### src/rtl/stereo_iir_filter_macros.svh
// assertion helpers for the stereo iir filter
// expects clk and rst to be in scope at the point of use
`ifndef STEREO_IIR_FILTER_MACROS_SVH
`define STEREO_IIR_FILTER_MACROS_SVH

// same-cycle implication
`define SIIR_ASSERT_NOW(label, ante, cons) \
  label: assert property (@(posedge clk) disable iff (rst) (ante) |-> (cons)) \
    else $error("siir: same-cycle check failed");

// next-cycle implication
`define SIIR_ASSERT_NEXT(label, ante, cons) \
  label: assert property (@(posedge clk) disable iff (rst) (ante) |=> (cons)) \
    else $error("siir: next-cycle check failed");

`endif

### src/rtl/siir_pkg.sv
// shared types and constants for the stereo iir filter
// no dependencies
`default_nettype none

package siir_pkg;

  localparam int TAP_COUNT = 2048;
  localparam int TAP_W     = (TAP_COUNT > 1) ? $clog2(TAP_COUNT) : 1;

  localparam int SAMPLE_W = 16;
  localparam int COEFF_W  = 32;
  localparam int INDEX_W  = 11;
  localparam int OPCODE_W = 2;
  localparam int FRAC_W   = 30;

  localparam int PROD_W = COEFF_W + SAMPLE_W;
  localparam int SUM_W  = PROD_W + 1;
  localparam int ACC_W  = SUM_W + TAP_W + 1;

  typedef logic [OPCODE_W-1:0]        opcode_t;
  typedef logic [INDEX_W-1:0]         coeff_index_t;
  typedef logic signed [COEFF_W-1:0]  coeff_t;
  typedef logic signed [SAMPLE_W-1:0] sample_t;
  typedef logic [TAP_W-1:0]           tap_addr_t;
  typedef logic signed [PROD_W-1:0]   prod_t;
  typedef logic signed [SUM_W-1:0]    sum_t;
  typedef logic signed [ACC_W-1:0]    acc_t;

  localparam opcode_t OP_FRAME   = 2'd0;
  localparam opcode_t OP_LOAD_FF = 2'd1;
  localparam opcode_t OP_LOAD_FB = 2'd2;

  localparam tap_addr_t LAST_TAP = TAP_W'(TAP_COUNT - 1);

  typedef struct packed {
    logic      ff_we;
    logic      fb_we;
    tap_addr_t wr_addr;
    tap_addr_t rd_addr;
  } coeff_ctl_t;

  typedef struct packed {
    logic      x_we;
    logic      y_we;
    tap_addr_t wr_addr;
    logic      rd_en;
    tap_addr_t rd_addr;
    logic      acc_clr;
  } lane_ctl_t;

endpackage

`default_nettype wire

### src/rtl/siir_if.sv
// valid/ready channel interfaces: command beats in, filtered frames out
// depends on siir_pkg
`default_nettype none


interface siir_result_if;
  import siir_pkg::*;

  logic    valid;
  logic    ready;
  sample_t left_out;
  sample_t right_out;

  modport source (output valid, left_out, right_out, input ready);
  modport sink (input valid, left_out, right_out, output ready);
endinterface

`default_nettype wire

### src/rtl/siir_merge.sv
// rounds and saturates both lane sums and holds the stereo result register
// depends on siir_pkg and siir_result_if
`default_nettype none

module siir_merge (
  input  logic              clk,
  input  logic              rst,
  input  siir_pkg::acc_t    acc_left,
  input  siir_pkg::acc_t    acc_right,
  input  logic              load,
  output siir_pkg::sample_t sat_left,
  output siir_pkg::sample_t sat_right,
  output logic              slot_free,
  siir_result_if.source     result
);
  import siir_pkg::*;

  localparam int RND_W = ACC_W + 1;
  localparam logic signed [RND_W-1:0] HALF   = RND_W'(1) <<< (FRAC_W - 1);
  localparam logic signed [RND_W-1:0] SAT_HI = RND_W'(1) <<< (FRAC_W + SAMPLE_W - 1);

  function automatic sample_t round_sat(input acc_t a);
    logic signed [RND_W-1:0] r;
    begin
      r = RND_W'(a) + HALF;
      if (r >= SAT_HI) begin
        round_sat = {1'b0, {(SAMPLE_W-1){1'b1}}};
      end else if (r < -SAT_HI) begin
        round_sat = {1'b1, {(SAMPLE_W-1){1'b0}}};
      end else begin
        round_sat = r[FRAC_W+SAMPLE_W-1:FRAC_W];
      end
    end
  endfunction

  assign sat_left  = round_sat(acc_left);
  assign sat_right = round_sat(acc_right);
  assign slot_free = !result.valid || result.ready;

  always_ff @(posedge clk) begin
    if (rst) begin
      result.valid <= 1'b0;
    end else if (load) begin
      result.valid <= 1'b1;
    end else if (result.ready) begin
      result.valid <= 1'b0;
    end
  end

  always_ff @(posedge clk) begin
    if (load) begin
      result.left_out  <= sat_left;
      result.right_out <= sat_right;
    end
  end

endmodule

`default_nettype wire

### src/flat_wrapper.sv
// flat-port wrapper written by rule: the top's interface ports become plain ports
module siir_merge_flat import siir_pkg::*;
  (clk, rst, acc_left, acc_right, load, sat_left, sat_right, slot_free, result_valid, result_left_out, result_right_out, result_ready);
  siir_result_if result_i ();
  input  logic clk;
  input  logic rst;
  input  siir_pkg::acc_t acc_left;
  input  siir_pkg::acc_t acc_right;
  input  logic load;
  output siir_pkg::sample_t sat_left;
  output siir_pkg::sample_t sat_right;
  output logic slot_free;
  output wire logic [$bits(result_i.valid)-1:0] result_valid;
  output wire logic [$bits(result_i.left_out)-1:0] result_left_out;
  output wire logic [$bits(result_i.right_out)-1:0] result_right_out;
  input wire logic [$bits(result_i.ready)-1:0] result_ready;
  assign result_valid = result_i.valid;
  assign result_left_out = result_i.left_out;
  assign result_right_out = result_i.right_out;
  assign result_i.ready = result_ready;
  siir_merge u_core (.clk(clk), .rst(rst), .acc_left(acc_left), .acc_right(acc_right), .load(load), .sat_left(sat_left), .sat_right(sat_right), .slot_free(slot_free), .result(result_i));
endmodule
### config.mk
export PLATFORM = sky130hd
export DESIGN_NAME = siir_merge_flat
export DESIGN_NICKNAME = d
export VERILOG_FILES = /design/src/rtl/stereo_iir_filter_macros.svh /design/src/rtl/siir_pkg.sv /design/src/rtl/siir_if.sv /design/src/rtl/siir_merge.sv /design/src/flat_wrapper.sv
export SDC_FILE = /design/constraint.sdc
export NUM_CORES = 1
export LEC_CHECK = 0
export BUFFER_PORTS_ARGS = -buffer_cell sky130_fd_sc_hd__buf_2
export CAP_MARGIN = 20
export CORE_MARGIN = 2
export CORE_UTILIZATION = 43
export DETAILED_ROUTE_END_ITERATION = 10
export PLACE_DENSITY = 0.82
export SYNTH_ARGS = -nofsm -noshare
export SYNTH_HDL_FRONTEND = slang
export SYNTH_SLANG_ARGS = --single-unit
### constraint.sdc
create_clock -name clk -period 6 [get_ports clk]
set_input_delay 1.8 -clock clk [delete_from_list [all_inputs] [get_ports clk]]
set_output_delay 1.8 -clock clk [all_outputs]
set_load 0.05 [all_outputs]
==> Word level (Yosys, flattened, before mapping) <==
Cells that the tools add are included.
{ "totals": {"register_bits": 33, "output_inout_bits": 66, "wordCells": 18} }
{ "classes": {"addsub": 2, "order_cmp": 4, "n_mux": 6, "reduce_logical": 3} }
{ "op_table": {"columns": ["op", "count"], "rows": [
  ["61-bit by 31-bit adder with 62-bit output (second input constant)", 2],
  ["62-bit by 47-bit >= comparator with 1-bit output (second input constant)", 2],
  ["62-bit by 46-bit < comparator with 1-bit output (second input constant)", 2],
  ["16-bit two-way mux", 4],
  ["1-bit two-way mux", 2],
  ["2-bit nonzero test", 1],
  ["1-bit logical NOT", 1],
  ["1-bit logical OR", 1]
]} }

==> Depth between registers and ports, before layout <==
{ "logic_depth": {"word_depth": 4, "depth_mapped": 10, "mapped_depth_nobuf": 8} }

==> Worst setup path before layout <==
No wires, ideal clock.
{ "synth_path": {"path_kind": "input to output", "from": "in acc_right[29]", "to": "out sat_right[10]", "arrival_time_ps": 4549, "required_ps": 4200, "slack_ps": -349, "path_stages": 9, "n_path_buf": 2, "path_cell_list": "ha_1 and3_1 buf_1 nand4_1 xor2_1 a2111oi_0 a21oi_1 clkbuf_1 o21ai_0"} }
{ "synth_between": {"elab_chain_len": 4} }
{ "synth_rtl": {"columns": ["element", "line_no", "source"], "rows": [
  ["start: declaration", "flat_wrapper.sv:8", "input siir_pkg::acc_t acc_right;"],
  ["61-bit by 31-bit adder with 62-bit output *", "siir_merge.sv:25", "r = RND_W'(a) + HALF;"],
  ["62-bit by 46-bit < comparator with 1-bit output", "siir_merge.sv:28", "end else if (r < -SAT_HI) begin"],
  ["16-bit two-way mux", "siir_merge.sv:28", null],
  ["16-bit two-way mux *", "siir_merge.sv:26", "if (r >= SAT_HI) begin"],
  ["end: declaration", "flat_wrapper.sv:11", "output siir_pkg::sample_t sat_right;"]
]} }
Mark *: on every way between the ends. The rest lies on a longest branch, timed or not.

==> Final worst setup path <==
{ "layout_path": {"from": "in acc_left[37]", "to": "out sat_left[3]"} }
{ "layout_between": {"elab_chain_len": 4} }
{ "layout_rtl": {"columns": ["element", "line_no", "source"], "rows": [
  ["start: declaration", "flat_wrapper.sv:7", "input siir_pkg::acc_t acc_left;"],
  ["61-bit by 31-bit adder with 62-bit output *", "siir_merge.sv:25", null],
  ["62-bit by 46-bit < comparator with 1-bit output", "siir_merge.sv:28", null],
  ["16-bit two-way mux", "siir_merge.sv:28", null],
  ["16-bit two-way mux *", "siir_merge.sv:26", null],
  ["end: declaration", "flat_wrapper.sv:10", "output siir_pkg::sample_t sat_left;"]
]} }
Marks and branches as above.

==> metrics.md <==
| Metric | Value |
|---|---|
| GRT Total Usage | 0.2309 |
| Antenna violations before repair | 0 |
| Drt via density | between 5 and 6 |
| CTS tree | built |
| CP required | 4.20 ns |
| Post-DP HPWL | 7107 um |
| Root buf cell | clkbuf_8 |
| Critical path arrival | between 4 and 5 ns |
| Tcrit/Tclk final | 0.9939 |
| Core Region | 6681 um^2 |
| CP Capture Type | primary output |
| Sequential area share after synthesis | 0.3366 |
| Syn_area_per_cell | 8.966 um^2 |
| Post-route minimum period | about 6.0 ns |
| Status | complete, but fails checks |
| Drt total wl | about 9300 um |
| Chip Width | 86.32 um |
| Async set-reset flop share out of synthesis | 0 |
| Num rows | 30 |
| Failing checks | DRC |
| Post-synth EDFFs | 32 |
| Overflow after GRT | 0 |
| Initial Util | 0.4361 |
| Cells after Synth | 325 |
| Hold buffers post-CTS | 0 |
| Post-route ant nets | 0 |
| YS warnings | 0 |
| Router iterations before antenna repair | 9 |
| Starting DRT DRC Count | 161 |
| # diodes | 0 |
| Routed len/inst | between 15 and 20 um |
| Max frequency | 167.7 MHz |
| Vias in the first global route | 3135 |
| Final setup TNS | 0 ns |
| Fill cells | 564 |
| CTS buffer count | 5 |
| Worst Tran Pin Value | 0.7732 ns |
| Worst hold slack | 0.4886 ns |
| # IOs | around 190 |
| Final Max Tran Viols | 0 |
| Peak VDD IR | ~0.000095 V |
| Final nets | between 600 and 700 |
| DR vias | 3400 |
| Quantity of I/O buffers inserted on ports | 133 |
| Pin count of the biggest net entering global routing | 34 |
| Final hold viol count | 0 |
| RSZ-0062 raised after global routing | true |
| Netlist cell types | 62 |
| WS Path Type | in -> out |
| Static Leakage | between 1.5 and 2 nW |
| Final Core Density | 0.6434 |
| Syn-to-layout area delta | 47.53% |
| Maximum fanout along the worst path | 8 |
| DIE AREA | 7451 um^2 |
| First-pass GRT wire length | 14060 um |
| H-tree levels | 2 |
| Hold Path Class | reg -> reg |
| Clock-pin slew on the worst setup and hold paths | 0.07 ns |
| Maximum capacitance violations | 0 |
| Die Y | approximately 86 um |
| Crit start category | primary input |
| Gpl congestion | 0.8953 |
| Mapped Nets | around 450 |
| Setup Skew | 0 ns |
| Setup violators final | 0 |
| Slew headroom | 0.4845 |
| Yosys reg bits | 33 |
| # clock sinks | 33 |
| Clk_lat worst skew | 0.28 ns |
| Share of layout cells above drive strength 1 | 0.4406 |
| Top FF cell, synth | edfxtp_1 |
| Bufs on Longest Clock Path | 2 |
| DRC Markers | 1 |
| Power Dens Cells | 176.3 nW/um^2 |
| Syn Std Cell Area | 2914 um^2 |
==> routing by layer <==
layer / wire (um) / global-route usage / up-vias / part of all wire
met5: 0 / 0 / - / 0
met4: 176 / 0.08949 / 0 / 0.019
met3: 768 / 0.04000 / 28 / 0.083
met2: 4769 / 0.4070 / 173 / 0.51
met1: 3593 / 0.2794 / 1576 / 0.39
li1: - / - / 1623 / -
==> layout make-up <==
cell class	count	area, um^2	area share
Sequential cell	33	980.9	0.2282
Inverter	9	33.78	0.007858
Multi-Input combinational cell	271	1949	0.4534
Clock buffer	6	72.57	0.01688
Tap cell	80	100.1	0.02328
Timing Repair Buffer	176	1152	0.2680
Clock inverter	2	10.01	0.002328
==> worst max-delay path, stage by stage <==
cell and delay, ns:
buf_2 0.16, and4_1 0.27, nand3_1 0.26, nor4_4 0.30, mux2i_1 0.21, nand4_1 0.15
o41ai_4 0.39, buf_4 0.21, buf_12 0.14, a21oi_2 0.07, buf_6 0.18
==> stage by stage <==
step           total power [mW]  instance area (um^2)  cells  setup slack, ns
2_1_floorplan            0.4721                  2952    325          -0.3488
3_3_place_gp             0.5704                  3940    562         -0.03009
3_5_place_dp             0.5766                  3940    562         -0.01288
4_1_cts                  0.7401                  4028    570         0.002830
5_1_grt                  0.7898                  4299    577          -0.1227
6_report                 0.7579                  4299    577          0.03632
==> Yosys cell counts (4+ instances only) <==
library cell / n / area share
nand2_1: 23 / 0.030
inv_1: 9 / 0.012
o21ai_0: 24 / 0.041
xor2_1: 16 / 0.048
nor3b_1: 6 / 0.015
and4_1: 8 / 0.024
xnor2_1: 19 / 0.057
a21oi_1: 19 / 0.033
or3_1: 5 / 0.011
edfxtp_1: 32 / 0.33
nor3_1: 9 / 0.015
clkbuf_1: 6 / 0.0077
nor4_1: 7 / 0.015
a31oi_1: 10 / 0.021
nor2b_1: 4 / 0.0086
nand4_1: 16 / 0.034
nor2_1: 11 / 0.014
and3_1: 13 / 0.028
nand3_1: 23 / 0.040
==> logic make-up after synthesis <==
family | after synthesis | synth area share
multiplexers | 4 | 0.01417
adder cells (fa/ha/maj) | 3 | 0.01288
flip-flops | 33 | 0.3366
XOR/XNOR | 35 | 0.1052
AND/OR/NAND/NOR | 150 | 0.3246
buffers and inverters | 21 | 0.03220
AO/OA/AOI/OAI | 79 | 0.1743
==> power breakdown <==
part           internal (mW)  switching, mW  total [mW]
Combinational         0.0955          0.221       0.317
Sequential             0.275        0.00481       0.280
Clock                 0.0804         0.0804       0.161
Total                  0.451          0.306       0.758
==> cells in the final DEF (no fill, tap or decap), types with 3 or more instances in the layout <==
master / Yosys / layout
and4_1: 8 / 8
and3_1: 13 / 13
o21ai_1: 2 / 14
nor4_1: 7 / 5
nand4_1: 16 / 16
mux2i_1: 3 / 3
nor4_4: 2 / 3
nor3_1: 9 / 9
nand2b_1: 3 / 3
inv_1: 9 / 9
clkbuf_8: 0 / 5
a21oi_2: 1 / 16
nor2b_1: 4 / 4
nor2_1: 11 / 10
a21oi_1: 19 / 4
xnor2_1: 19 / 19
buf_2: 2 / 102
clkbuf_4: 0 / 8
o21ai_0: 24 / 11
xor2_1: 16 / 16
buf_6: 1 / 15
nand3_1: 23 / 22
o31ai_1: 3 / 3
or3_1: 5 / 5
nor3b_1: 6 / 6
buf_4: 1 / 49
nand2_1: 23 / 23
a31oi_1: 10 / 10
edfxtp_1: 32 / 32
o211ai_1: 3 / 3
==> repair_timing <==
action / 4_1_cts / 5_1_grt
pin swaps: 1 / 10
buffers inserted: 0 / 6
setup endpoints to repair: 5 / 30
resized for setup: 2 / 92
cloned: 0 / 1
==> sequential cells by signal, indices dropped and copies added, names as in the netlist <==
register                 flops
u_core.result.left_out      16
u_core.result.valid          1
u_core.result.right_out     16
==> final timing paths <==
path / from / to / slack [ns] / cells past startpoint
worst min register to register: u_core.result.valid$_SDFFE_PP0P_ / u_core.result.valid$_SDFFE_PP0P_ / 0.49 / 2
worst max register to register: u_core.result.valid$_SDFFE_PP0P_ / u_core.result.valid$_SDFFE_PP0P_ / 5.42 / 2
worst min-delay path: u_core.result.valid$_SDFFE_PP0P_ / u_core.result.valid$_SDFFE_PP0P_ / 0.49 / 2
worst max-delay path: acc_left[37] / sat_left[3] / 0.04 / 11
Power figures use the tool's default switching activity.
